File: src/hw/rtl/i2cms_pkg.sv
// i2cms_pkg: shared types and constants for the i2c master transaction sequencer
// holds the command/event beat, result beat, sequencer state and status codes
// no dependencies
`timescale 1ns / 1ps

package i2cms_pkg;

  // action codes of an input beat
  localparam logic ACT_CMD   = 1'b0;
  localparam logic ACT_EVENT = 1'b1;

  // engine status codes, low three bits masked off
  localparam logic [7:0] ST_MASK          = 8'hf8;
  localparam logic [7:0] ST_START         = 8'h08;
  localparam logic [7:0] ST_RSTART        = 8'h10;
  localparam logic [7:0] ST_SLA_W_ACK     = 8'h18;
  localparam logic [7:0] ST_SLA_W_NACK    = 8'h20;
  localparam logic [7:0] ST_DATA_W_ACK    = 8'h28;
  localparam logic [7:0] ST_DATA_W_NACK   = 8'h30;
  localparam logic [7:0] ST_ARB_LOST      = 8'h38;
  localparam logic [7:0] ST_SLA_R_ACK     = 8'h40;
  localparam logic [7:0] ST_SLA_R_NACK    = 8'h48;
  localparam logic [7:0] ST_DATA_R_ACK    = 8'h50;
  localparam logic [7:0] ST_DATA_R_NACK   = 8'h58;

  // control action handed to the byte engine
  typedef enum logic [2:0] {
    CTL_ACK    = 3'd0,
    CTL_NACK   = 3'd1,
    CTL_STOP   = 3'd2,
    CTL_RSTART = 3'd3,
    CTL_START  = 3'd4,
    CTL_RESUME = 3'd5
  } ctl_t;

  // latched error code
  typedef enum logic [1:0] {
    ERR_NONE      = 2'd0,
    ERR_ADDR_NACK = 2'd1,
    ERR_DATA_NACK = 2'd2,
    ERR_ARB_LOST  = 2'd3
  } err_t;

  // one input beat
  typedef struct packed {
    logic        action;
    logic [6:0]  target_address;
    logic        read_request;
    logic [15:0] byte_count;
    logic        stop_at_end;
    logic [7:0]  bus_status;
    logic [7:0]  received_byte;
    logic [7:0]  tx_data;
  } item_t;

  // one result beat
  typedef struct packed {
    ctl_t       control;
    logic [7:0] data_out;
    logic       data_out_valid;
    logic       tx_taken;
    logic       rx_valid;
    logic [7:0] rx_byte;
    logic       busy_res;
    err_t       error_code;
  } result_t;

  // sequencer state
  typedef struct packed {
    logic [15:0] remaining;
    logic [7:0]  address_byte;
    logic        busy_flag;
    logic        stop_flag;
    logic        restart_pending;
    err_t        error_state;
  } seq_state_t;

endpackage

File: src/hw/rtl/i2cms_if.sv
// i2cms_if: valid/ready channel interfaces of the i2c master transaction sequencer
// i2cms_in_if carries command and status beats, i2cms_out_if carries result beats
// no dependencies
`timescale 1ns / 1ps

interface i2cms_in_if;
  logic        valid;
  logic        ready;
  logic        action;
  logic [6:0]  target_address;
  logic        read_request;
  logic [15:0] byte_count;
  logic        stop_at_end;
  logic [7:0]  bus_status;
  logic [7:0]  received_byte;
  logic [7:0]  tx_data;

  modport source (
    output valid, action, target_address, read_request, byte_count, stop_at_end,
           bus_status, received_byte, tx_data,
    input  ready
  );
  modport sink (
    input  valid, action, target_address, read_request, byte_count, stop_at_end,
           bus_status, received_byte, tx_data,
    output ready
  );
endinterface

interface i2cms_out_if;
  logic       valid;
  logic       ready;
  logic [2:0] control;
  logic [7:0] data_out;
  logic       data_out_valid;
  logic       tx_taken;
  logic       rx_valid;
  logic [7:0] rx_byte;
  logic       busy_res;
  logic [1:0] error_code;

  modport source (
    output valid, control, data_out, data_out_valid, tx_taken, rx_valid, rx_byte,
           busy_res, error_code,
    input  ready
  );
  modport sink (
    input  valid, control, data_out, data_out_valid, tx_taken, rx_valid, rx_byte,
           busy_res, error_code,
    output ready
  );
endinterface

File: src/hw/rtl/i2cms_decide.sv
// i2cms_decide: combinational decision for one beat of the transaction sequencer
// maps current state and one command or status beat to the result and next state
// depends on i2cms_pkg
`timescale 1ns / 1ps

module i2cms_decide (
  input  i2cms_pkg::item_t      item,
  input  i2cms_pkg::seq_state_t state,
  output i2cms_pkg::seq_state_t state_nxt,
  output i2cms_pkg::result_t    res
);
  import i2cms_pkg::*;

  logic [7:0]  status;
  logic [15:0] cmd_count;
  logic [15:0] rd_remaining;
  ctl_t        end_ctl;
  ctl_t        rd_ctl;
  seq_state_t  nxt;
  result_t     r;

  // masked status, zero-length read becomes one byte
  assign status    = item.bus_status & ST_MASK;
  assign cmd_count = (item.read_request && (item.byte_count == 16'd0)) ? 16'd1
                                                                       : item.byte_count;

  // end of transfer: stop or repeated start
  assign end_ctl = state.stop_flag ? CTL_STOP : CTL_RSTART;

  // read continuation: count down, nack on the last byte
  assign rd_remaining = (state.remaining != 16'd0) ? state.remaining - 16'd1 : 16'd0;
  assign rd_ctl       = (rd_remaining != 16'd0) ? CTL_ACK : CTL_NACK;

  // decision
  always_comb begin
    nxt              = state;
    r.control        = CTL_ACK;
    r.data_out       = 8'd0;
    r.data_out_valid = 1'b0;
    r.tx_taken       = 1'b0;
    r.rx_valid       = 1'b0;
    r.rx_byte        = 8'd0;
    if (item.action == ACT_CMD) begin
      nxt.address_byte = {item.target_address, item.read_request};
      nxt.remaining    = cmd_count;
      nxt.stop_flag    = item.stop_at_end;
      nxt.busy_flag    = 1'b1;
      nxt.error_state  = ERR_NONE;
      if (state.restart_pending) begin
        nxt.restart_pending = 1'b0;
        r.control           = CTL_RESUME;
      end else begin
        r.control = CTL_START;
      end
    end else if (state.busy_flag) begin
      unique case (status) inside
        ST_START, ST_RSTART: begin
          r.data_out       = state.address_byte;
          r.data_out_valid = 1'b1;
        end
        ST_SLA_W_ACK, ST_DATA_W_ACK: begin
          if (state.remaining != 16'd0) begin
            nxt.remaining    = state.remaining - 16'd1;
            r.data_out       = item.tx_data;
            r.data_out_valid = 1'b1;
            r.tx_taken       = 1'b1;
          end else begin
            r.control           = end_ctl;
            nxt.restart_pending = state.restart_pending | ~state.stop_flag;
            nxt.busy_flag       = 1'b0;
          end
        end
        ST_SLA_W_NACK, ST_SLA_R_NACK: begin
          nxt.error_state     = ERR_ADDR_NACK;
          r.control           = end_ctl;
          nxt.restart_pending = state.restart_pending | ~state.stop_flag;
          nxt.busy_flag       = 1'b0;
        end
        ST_DATA_W_NACK: begin
          nxt.error_state     = ERR_DATA_NACK;
          r.control           = end_ctl;
          nxt.restart_pending = state.restart_pending | ~state.stop_flag;
          nxt.busy_flag       = 1'b0;
        end
        ST_ARB_LOST: begin
          nxt.error_state = ERR_ARB_LOST;
          nxt.busy_flag   = 1'b0;
          r.control       = CTL_STOP;
        end
        ST_DATA_R_ACK: begin
          r.rx_valid    = 1'b1;
          r.rx_byte     = item.received_byte;
          nxt.remaining = rd_remaining;
          r.control     = rd_ctl;
        end
        ST_SLA_R_ACK: begin
          nxt.remaining = rd_remaining;
          r.control     = rd_ctl;
        end
        ST_DATA_R_NACK: begin
          r.rx_valid          = 1'b1;
          r.rx_byte           = item.received_byte;
          r.control           = end_ctl;
          nxt.restart_pending = state.restart_pending | ~state.stop_flag;
          nxt.busy_flag       = 1'b0;
        end
        default: begin
          r.control = CTL_ACK;
        end
      endcase
    end
    r.busy_res   = nxt.busy_flag;
    r.error_code = nxt.error_state;
  end

  assign state_nxt = nxt;
  assign res       = r;

endmodule

File: src/hw/rtl/i2c_master_transaction_sequencer.sv
// i2c_master_transaction_sequencer: top level of the master-side i2c sequencer
// input register, decision logic, result register and sequencer state
// depends on i2cms_pkg, i2cms_if (i2cms_in_if, i2cms_out_if) and i2cms_decide
`timescale 1ns / 1ps

// Usage
//   in_ch  : one beat is either a start command (action 0: address, read/write,
//            byte count, stop choice) or a bus status event from the byte engine
//            (action 1: status, received byte, next transmit byte)
//   out_ch : exactly one result beat per input beat, in order: control action,
//            byte to load, transmit-consumed flag, received byte, busy, error
// A beat accepted from in_ch sits in the input register; once the result register
// is empty or being drained, its decision lands in the result register together
// with the sequencer state update, and out_ch.valid is then high.
// Throughput is one beat per cycle; the two register stages pass beats along
// as long as the result register is empty or being drained in that cycle.
// When the receiver stalls, the result beat holds, the input register fills
// and in_ch.ready drops until out_ch.ready returns; nothing is lost.
// Reset clears both valid bits and the sequencer state (idle, no error, no
// pending repeated start, count and address byte zero).
module i2c_master_transaction_sequencer (
  input logic      clk,
  input logic      rst_n,
  i2cms_in_if.sink    in_ch,
  i2cms_out_if.source out_ch
);
  import i2cms_pkg::*;

  logic       s1_valid_r;
  item_t      s1_item_r;
  logic       out_valid_r;
  result_t    out_res_r;
  seq_state_t state_r;
  seq_state_t state_nxt;
  result_t    res;
  item_t      in_item;
  logic       s1_advance;
  logic       in_fire;

  // handshake
  assign s1_advance  = s1_valid_r && (!out_valid_r || out_ch.ready);
  assign in_ch.ready = !s1_valid_r || s1_advance;
  assign in_fire     = in_ch.valid && in_ch.ready;

  // pack the input beat
  assign in_item.action         = in_ch.action;
  assign in_item.target_address = in_ch.target_address;
  assign in_item.read_request   = in_ch.read_request;
  assign in_item.byte_count     = in_ch.byte_count;
  assign in_item.stop_at_end    = in_ch.stop_at_end;
  assign in_item.bus_status     = in_ch.bus_status;
  assign in_item.received_byte  = in_ch.received_byte;
  assign in_item.tx_data        = in_ch.tx_data;

  // input register
  always_ff @(posedge clk) begin
    if (!rst_n) begin
      s1_valid_r <= 1'b0;
    end else if (in_ch.ready) begin
      s1_valid_r <= in_ch.valid;
    end
  end

  always_ff @(posedge clk) begin
    if (in_fire) begin
      s1_item_r <= in_item;
    end
  end

  // decision logic
  i2cms_decide u_decide (
    .item      (s1_item_r),
    .state     (state_r),
    .state_nxt (state_nxt),
    .res       (res)
  );

  // sequencer state
  always_ff @(posedge clk) begin
    if (!rst_n) begin
      state_r <= '0;
    end else if (s1_advance) begin
      state_r <= state_nxt;
    end
  end

  // result register
  always_ff @(posedge clk) begin
    if (!rst_n) begin
      out_valid_r <= 1'b0;
    end else if (s1_advance) begin
      out_valid_r <= 1'b1;
    end else if (out_ch.ready) begin
      out_valid_r <= 1'b0;
    end
  end

  always_ff @(posedge clk) begin
    if (s1_advance) begin
      out_res_r <= res;
    end
  end

  // result beat
  assign out_ch.valid          = out_valid_r;
  assign out_ch.control        = out_res_r.control;
  assign out_ch.data_out       = out_res_r.data_out;
  assign out_ch.data_out_valid = out_res_r.data_out_valid;
  assign out_ch.tx_taken       = out_res_r.tx_taken;
  assign out_ch.rx_valid       = out_res_r.rx_valid;
  assign out_ch.rx_byte        = out_res_r.rx_byte;
  assign out_ch.busy_res       = out_res_r.busy_res;
  assign out_ch.error_code     = out_res_r.error_code;

endmodule
File: src/flat_wrapper.sv
// flat-port wrapper written by rule: the top's interface ports become plain ports
module i2c_master_transaction_sequencer_flat import i2cms_pkg::*;
  (clk, rst_n, in_ch_valid, in_ch_action, in_ch_target_address, in_ch_read_request, in_ch_byte_count, in_ch_stop_at_end, in_ch_bus_status, in_ch_received_byte, in_ch_tx_data, in_ch_ready, out_ch_valid, out_ch_control, out_ch_data_out, out_ch_data_out_valid, out_ch_tx_taken, out_ch_rx_valid, out_ch_rx_byte, out_ch_busy_res, out_ch_error_code, out_ch_ready);
  i2cms_in_if in_ch_i ();
  i2cms_out_if out_ch_i ();
  input logic clk;
  input logic rst_n;
  input wire logic [$bits(in_ch_i.valid)-1:0] in_ch_valid;
  input wire logic [$bits(in_ch_i.action)-1:0] in_ch_action;
  input wire logic [$bits(in_ch_i.target_address)-1:0] in_ch_target_address;
  input wire logic [$bits(in_ch_i.read_request)-1:0] in_ch_read_request;
  input wire logic [$bits(in_ch_i.byte_count)-1:0] in_ch_byte_count;
  input wire logic [$bits(in_ch_i.stop_at_end)-1:0] in_ch_stop_at_end;
  input wire logic [$bits(in_ch_i.bus_status)-1:0] in_ch_bus_status;
  input wire logic [$bits(in_ch_i.received_byte)-1:0] in_ch_received_byte;
  input wire logic [$bits(in_ch_i.tx_data)-1:0] in_ch_tx_data;
  output wire logic [$bits(in_ch_i.ready)-1:0] in_ch_ready;
  output wire logic [$bits(out_ch_i.valid)-1:0] out_ch_valid;
  output wire logic [$bits(out_ch_i.control)-1:0] out_ch_control;
  output wire logic [$bits(out_ch_i.data_out)-1:0] out_ch_data_out;
  output wire logic [$bits(out_ch_i.data_out_valid)-1:0] out_ch_data_out_valid;
  output wire logic [$bits(out_ch_i.tx_taken)-1:0] out_ch_tx_taken;
  output wire logic [$bits(out_ch_i.rx_valid)-1:0] out_ch_rx_valid;
  output wire logic [$bits(out_ch_i.rx_byte)-1:0] out_ch_rx_byte;
  output wire logic [$bits(out_ch_i.busy_res)-1:0] out_ch_busy_res;
  output wire logic [$bits(out_ch_i.error_code)-1:0] out_ch_error_code;
  input wire logic [$bits(out_ch_i.ready)-1:0] out_ch_ready;
  assign in_ch_i.valid = in_ch_valid;
  assign in_ch_i.action = in_ch_action;
  assign in_ch_i.target_address = in_ch_target_address;
  assign in_ch_i.read_request = in_ch_read_request;
  assign in_ch_i.byte_count = in_ch_byte_count;
  assign in_ch_i.stop_at_end = in_ch_stop_at_end;
  assign in_ch_i.bus_status = in_ch_bus_status;
  assign in_ch_i.received_byte = in_ch_received_byte;
  assign in_ch_i.tx_data = in_ch_tx_data;
  assign in_ch_ready = in_ch_i.ready;
  assign out_ch_valid = out_ch_i.valid;
  assign out_ch_control = out_ch_i.control;
  assign out_ch_data_out = out_ch_i.data_out;
  assign out_ch_data_out_valid = out_ch_i.data_out_valid;
  assign out_ch_tx_taken = out_ch_i.tx_taken;
  assign out_ch_rx_valid = out_ch_i.rx_valid;
  assign out_ch_rx_byte = out_ch_i.rx_byte;
  assign out_ch_busy_res = out_ch_i.busy_res;
  assign out_ch_error_code = out_ch_i.error_code;
  assign out_ch_i.ready = out_ch_ready;
  i2c_master_transaction_sequencer u_core (.clk(clk), .rst_n(rst_n), .in_ch(in_ch_i), .out_ch(out_ch_i));
endmodule
File: config.mk
export PLATFORM = sky130hd
export DESIGN_NAME = i2c_master_transaction_sequencer_flat
export DESIGN_NICKNAME = d
export VERILOG_FILES = /design/src/hw/rtl/i2cms_pkg.sv /design/src/hw/rtl/i2cms_if.sv /design/src/hw/rtl/i2cms_decide.sv /design/src/hw/rtl/i2c_master_transaction_sequencer.sv /design/src/flat_wrapper.sv
export SDC_FILE = /design/constraint.sdc
export NUM_CORES = 1
export LEC_CHECK = 0
export BUFFER_PORTS_ARGS = -buffer_cell sky130_fd_sc_hd__buf_2
export CORE_ASPECT_RATIO = 0.6
export CORE_UTILIZATION = 56
export DETAILED_ROUTE_END_ITERATION = 7
export PLACE_DENSITY = 0.8
export SKIP_LAST_GASP = 1
export SLEW_MARGIN = 20
export SYNTH_ARGS = -nofsm -noshare
export SYNTH_HDL_FRONTEND = slang
export SYNTH_SLANG_ARGS = --single-unit
File: constraint.sdc
create_clock -name clk -period 2.6 [get_ports clk]
set_input_delay 0.39 -clock clk [delete_from_list [all_inputs] [get_ports clk]]
set_output_delay 0.39 -clock clk [all_outputs]
set_load 0.1 [all_outputs]
# Word level (Yosys, flattened, before mapping)
# Cells that the tools add are included.
# totals
regBits,106
word_cells,96
# op_classes
add_sub_neg,1
n_eq_ne,16
mux,28
n_bitwise,3
n_reduce_logical,24
# op_table
op,count
$mux W16,5
$pmux W16 S2,1
$reduce_bool A16 Y1,2
$mux W22,1
$eq A5 B3 Y1 const B,4
$eq A5 B4 Y1 const B,4
$pmux W9 S2,1
$logic_not A16 Y1,1
$sub A16 B1 Y16 const B,1
$ne A3 B3 Y1 const B,4
$pmux W3 S4,1
$eq A5 B2 Y1 const B,2
$mux W1,10
$mux W10,1
$reduce_or A2 Y1,5
$mux W3,3
$mux W9,1
$reduce_and A4 Y1,2
$pmux W2 S3,1
$reduce_and A3 Y1,2
$eq A5 B1 Y1 const B,1
$reduce_or A5 Y1,1
$pmux W1 S2,2
$reduce_and A2 Y1,2
other kinds (9),14

# Logic depth before layout (Yosys ltp)
# depth
ltp_word,7
depth_mapped,9
depth_no_buf,8

# Hierarchy
# A second synthesis with hierarchy kept.
# unflattened
cells_unflattened,437
area_unflattened_um2,5052.3
# by_module_without_submodules
mod,instances,cells_each,area_per_inst_um2
i2c_master_transaction_sequencer,1,211,3532.1
i2cms_decide,1,226,1520.2

# Worst setup path before layout
# Ideal clock, no wire load.
# synth_path
path_type,reg2reg
start,"register u_core.out_valid_r, in the netlist u_core.out_ch.valid"
end,"register u_core.s1_item_r[0] (netlist name), enable pin"
setup_ps,409
arrival_ps,2863
required_ps,2191
setup_slack_ps,-672
stages_incl_launch_ff,4
n_path_buf,0
period_less_slack_ps,3272
path_cell_list,dfxtp_1 -> nor2b_1 -> nand2_1 -> and2_1
# synth_via
elab_chain_cells,5
# synth_lines
item,line,rtl
start: declaration,i2c_master_transaction_sequencer.sv:31,logic out_valid_r;
start signal: assignment,i2c_master_transaction_sequencer.sv:90,out_valid_r <= 1'b0;
start signal: assignment,i2c_master_transaction_sequencer.sv:92,out_valid_r <= 1'b1;
start signal: assignment,i2c_master_transaction_sequencer.sv:94,out_valid_r <= 1'b0;
$logic_not A1 Y1,i2c_master_transaction_sequencer.sv:41,assign s1_advance = s1_valid_r && (!out_valid_r || out_ch.ready);
$logic_or A1 B1 Y1,i2c_master_transaction_sequencer.sv:41,
$logic_and A1 B1 Y1,i2c_master_transaction_sequencer.sv:41,
$logic_or A1 B1 Y1,i2c_master_transaction_sequencer.sv:42,assign in_ch.ready = !s1_valid_r || s1_advance;
named net in_ch_ready,flat_wrapper.sv:17,output wire logic [$bits(in_ch_i.ready)-1:0] in_ch_ready;
$logic_and A1 B1 Y1,i2c_master_transaction_sequencer.sv:43,assign in_fire = in_ch.valid && in_ch.ready;
named net u_core.in_fire,i2c_master_transaction_sequencer.sv:38,logic in_fire;
end signal: assignment,i2c_master_transaction_sequencer.sv:66,s1_item_r <= in_item;
end: declaration,i2c_master_transaction_sequencer.sv:30,item_t s1_item_r;
# The timed path passes the listed nets, and every way through them passes these cells.
# A chain may end at the register's enable or synchronous reset.

==> metrics.yaml <==
max-cap-violations: 0
htreeDepth: 3
cp-startpoint: "u_core.state_r[14]$_SDFFE_PN0P_"
grt_max_degree: 32
wirelength_um: 10600
path_cells: "inv_1 > ha_1 > or4b_1 > or4_4 > a21boi_2 > nor3_1 > a211oi_2 > o21ai_1"
status: "completed"
design.core.area_um2: 7880
synth_top_area_share_pct: 47.3
cp.arrival_ns: 2.57
gp_congestion: 0.964
grt_overflow: 0
fin_util_pct: 69.3
cp-start-kind: "flip-flop"
clock_latency_ns: 0.35
p_sw_share_pct: 27.7
setup_viol: 0
rsz0062_at_grt: "no"
holdCritPathClass: "in2reg"
p_leak_nw: 2.12
final_nets: 549
cp.required_ns: 2.68
tightest_slew_ns: 0.918
diodes: 0
cts_root_buf: "clkbuf_16"
cts_tree: "built"
yosys_register_bits: 103
ant_nets: 0
period_share_pct: 95.7
synth_area_leaders: "edfxtp_1 47%, dfxtp_1 14%, nand2_1 3.8%"
p_int_mw: 2.69
synth.avg_cell_area_um2: 11.3
start_util_pct: 57.9
routedWlPerCell_um: 17.5
drc: 0
antenna_found_initial: 0
post-dp-hpwl_um: 7650
grt_pass1_wl_um: 16500
seq_area_frac_synth_pct: 60.9
power.switching_mw: 1.03
die_w_um: 119
row_count: 25
drive_above_1_share_pct: 26.5
via_per_inst: 5.99
clockPowerShare_pct: 34.1
worst_setup_path_end_kind: "flip-flop"
yosys_warnings: 0
relSlewSlack_pct: 38.3
dieArea_um2: 8530
drt_iter0_drc: 382
drt_pre_antenna_iters: 7
cts_hold_buf: 0
ir_drop_mv: 0.484
synthCells: 404
critPathSlowestCell: "or4_4"
path_class: "reg2reg"
p_seq_share_pct: 50.6
hold_start: "in_ch_byte_count[11]"
portBuffers: 77
power_density_nw_per_um2: 682
grt_pass1_vias: 3281
period_needed_ns: 2.49
synth.distinct_cells: 57
yosysTopAreaCell: "edfxtp_1"
track_usage_pct: 25.9
cts_inserted_buffers: 9
die_y_um: 72.0
synth_nets: 460
clkSlewWorstSetupHoldPaths_ns: 0.07
p_comb_share_pct: 15.3
netlist_area_um2: 4570
cts.sinks: 103
synth_most_common_cell: "edfxtp_1"
fin_worst_skew_ns: 0.00949
clock.fmax_mhz: 402
synth_edf_count: 72
clock_tree.buffer_depth: 2
critPathMaxFanout: 6
r2r_start: "u_core.state_r[14]$_SDFFE_PN0P_"
synthTopCellsByCount: "72 x edfxtp_1, 46 x nand2_1, 31 x dfxtp_1, 31 x nor2_1, 20 x o21ai_0"
synthArstFlopShare_pct: 0
synth_flop_cell: "edfxtp_1"
total_power_mw: 3.72
finalSetupTns_ns: 0
area_growth_pct: 19.6
hold_violations: 0
num_vias: 3628
slowest_delay_ns: 0.55
pin_count: 81
final_max_slew_viol_count: 0
[cells by family (layout without fill, tap and decap cells)]
group / count (synthesis) / in the layout / share of synthesized area (%)
buffers and inverters: 37 / 131 / 3.37
DFF: 103 / 103 / 60.9
and+or+nand+nor: 149 / 149 / 16.9
xor gates and xnor gates: 8 / 8 / 1.53
AOI/OAI and AO/OA: 105 / 105 / 16.7
adders and majority gates: 2 / 2 / 0.548
[repair_timing]
item	in CTS	in global routing
resized for setup	0	1
setup endpoints to repair	0	2
buffers inserted	0	1
[power groups by stage]
stage	Clock, mW	Sequential (mW)	Combinational [mW]
after floorplan	0	1.99	0.305
after global placement	0	1.91	0.541
after detailed placement	0	1.92	0.553
after CTS	1.29	1.88	0.558
after global routing	1.34	1.89	0.610
final	1.27	1.88	0.570
[critical path: cells and delay by family, from the launching register on]
kind                     cells  cell delay, ns
buffers and inverters        1            0.09
AND/OR/NAND/NOR              3            1.11
AO/OA/AOI/OAI                3            0.53
flip-flops                   1            0.35
adder cells (fa/ha/maj)      1            0.13
[path summary, 6_finish.rpt]
check | endpoint | slack, ns | cells past startpoint
hold reg to reg | u_core.state_r[6]$_SDFFE_PN0P_ | 0.47 | 2
hold / removal | u_core.s1_item_r[36]$_DFFE_PP_ | 0.21 | 1
setup / recovery | u_core.out_ch.busy_res$_DFFE_PP_ | 0.11 | 8
setup reg to reg | u_core.out_ch.busy_res$_DFFE_PP_ | 0.11 | 8
[final cells by class]
class	count	area, µm²
repair buffers	103	581
well taps	108	135
clock buffers	9	225
multi-input cells	264	1640
fillers	594	2420
flip-flops and latches	103	2780
clock inverters	7	53.8
inverters	12	45.0
[registers in the layout (all words and copies together) (netlist names)]
signal	flops
u_core.state_r	29
u_core.s1_valid_r	1
u_core.out_ch.control	3
u_core.out_ch.error_code	2
u_core.out_ch.tx_taken	1
u_core.out_ch.data_out	8
u_core.out_ch.rx_valid	1
u_core.out_ch.valid	1
u_core.s1_item_r	47
u_core.out_ch.busy_res	1
u_core.out_ch.data_out_valid	1
u_core.out_ch.rx_byte	8
[layer usage]
layer | up-vias | share of wire, % | global-route usage (%)
met3 | 16 | 12 | 8.41
li1 | 1696 | - | -
met5 | - | 0 | 0
met2 | 232 | 44 | 38.7
met1 | 1684 | 42 | 36.4
met4 | 0 | 1.3 | 7.88
[cells in the final DEF (no fill, tap or decap), types with 3 or more instances in the layout]
master / count
nor2b_1: 4
xnor2_1: 5
nor4_1: 7
clkbuf_16: 9
xor2_1: 3
o211a_1: 4
clkinv_1: 3
a22oi_1: 8
o21ai_0: 19
o41ai_1: 3
nor3b_1: 3
nand2_1: 46
o31ai_1: 3
buf_2: 77
nand2b_1: 10
a21o_1: 3
edfxtp_1: 72
dfxtp_1: 30
buf_4: 26
nor3_1: 11
a21boi_0: 11
a31oi_1: 4
nor2_1: 31
and2_1: 9
a32o_1: 11
a21oi_1: 15
nand3_1: 7
nor4_2: 3
inv_1: 10
[through the flow]
| step | worst slack (ns) | hold slack [ns] | cell area, µm² | cells |
|---|---|---|---|---|
| 2_1_floorplan | 0.0172 | 0.443 | 4570 | 404 |
| 3_3_place_gp | 0.210 | 0.451 | 5170 | 589 |
| 4_1_cts | 0.0427 | 0.204 | 5450 | 605 |
| 5_1_grt | 0.00243 | 0.200 | 5460 | 606 |
| 6_report | 0.111 | 0.213 | 5460 | 606 |
| 3_5_place_dp | 0.107 | 0.456 | 5170 | 589 |
Note: power is estimated with default switching activity, not from simulation.
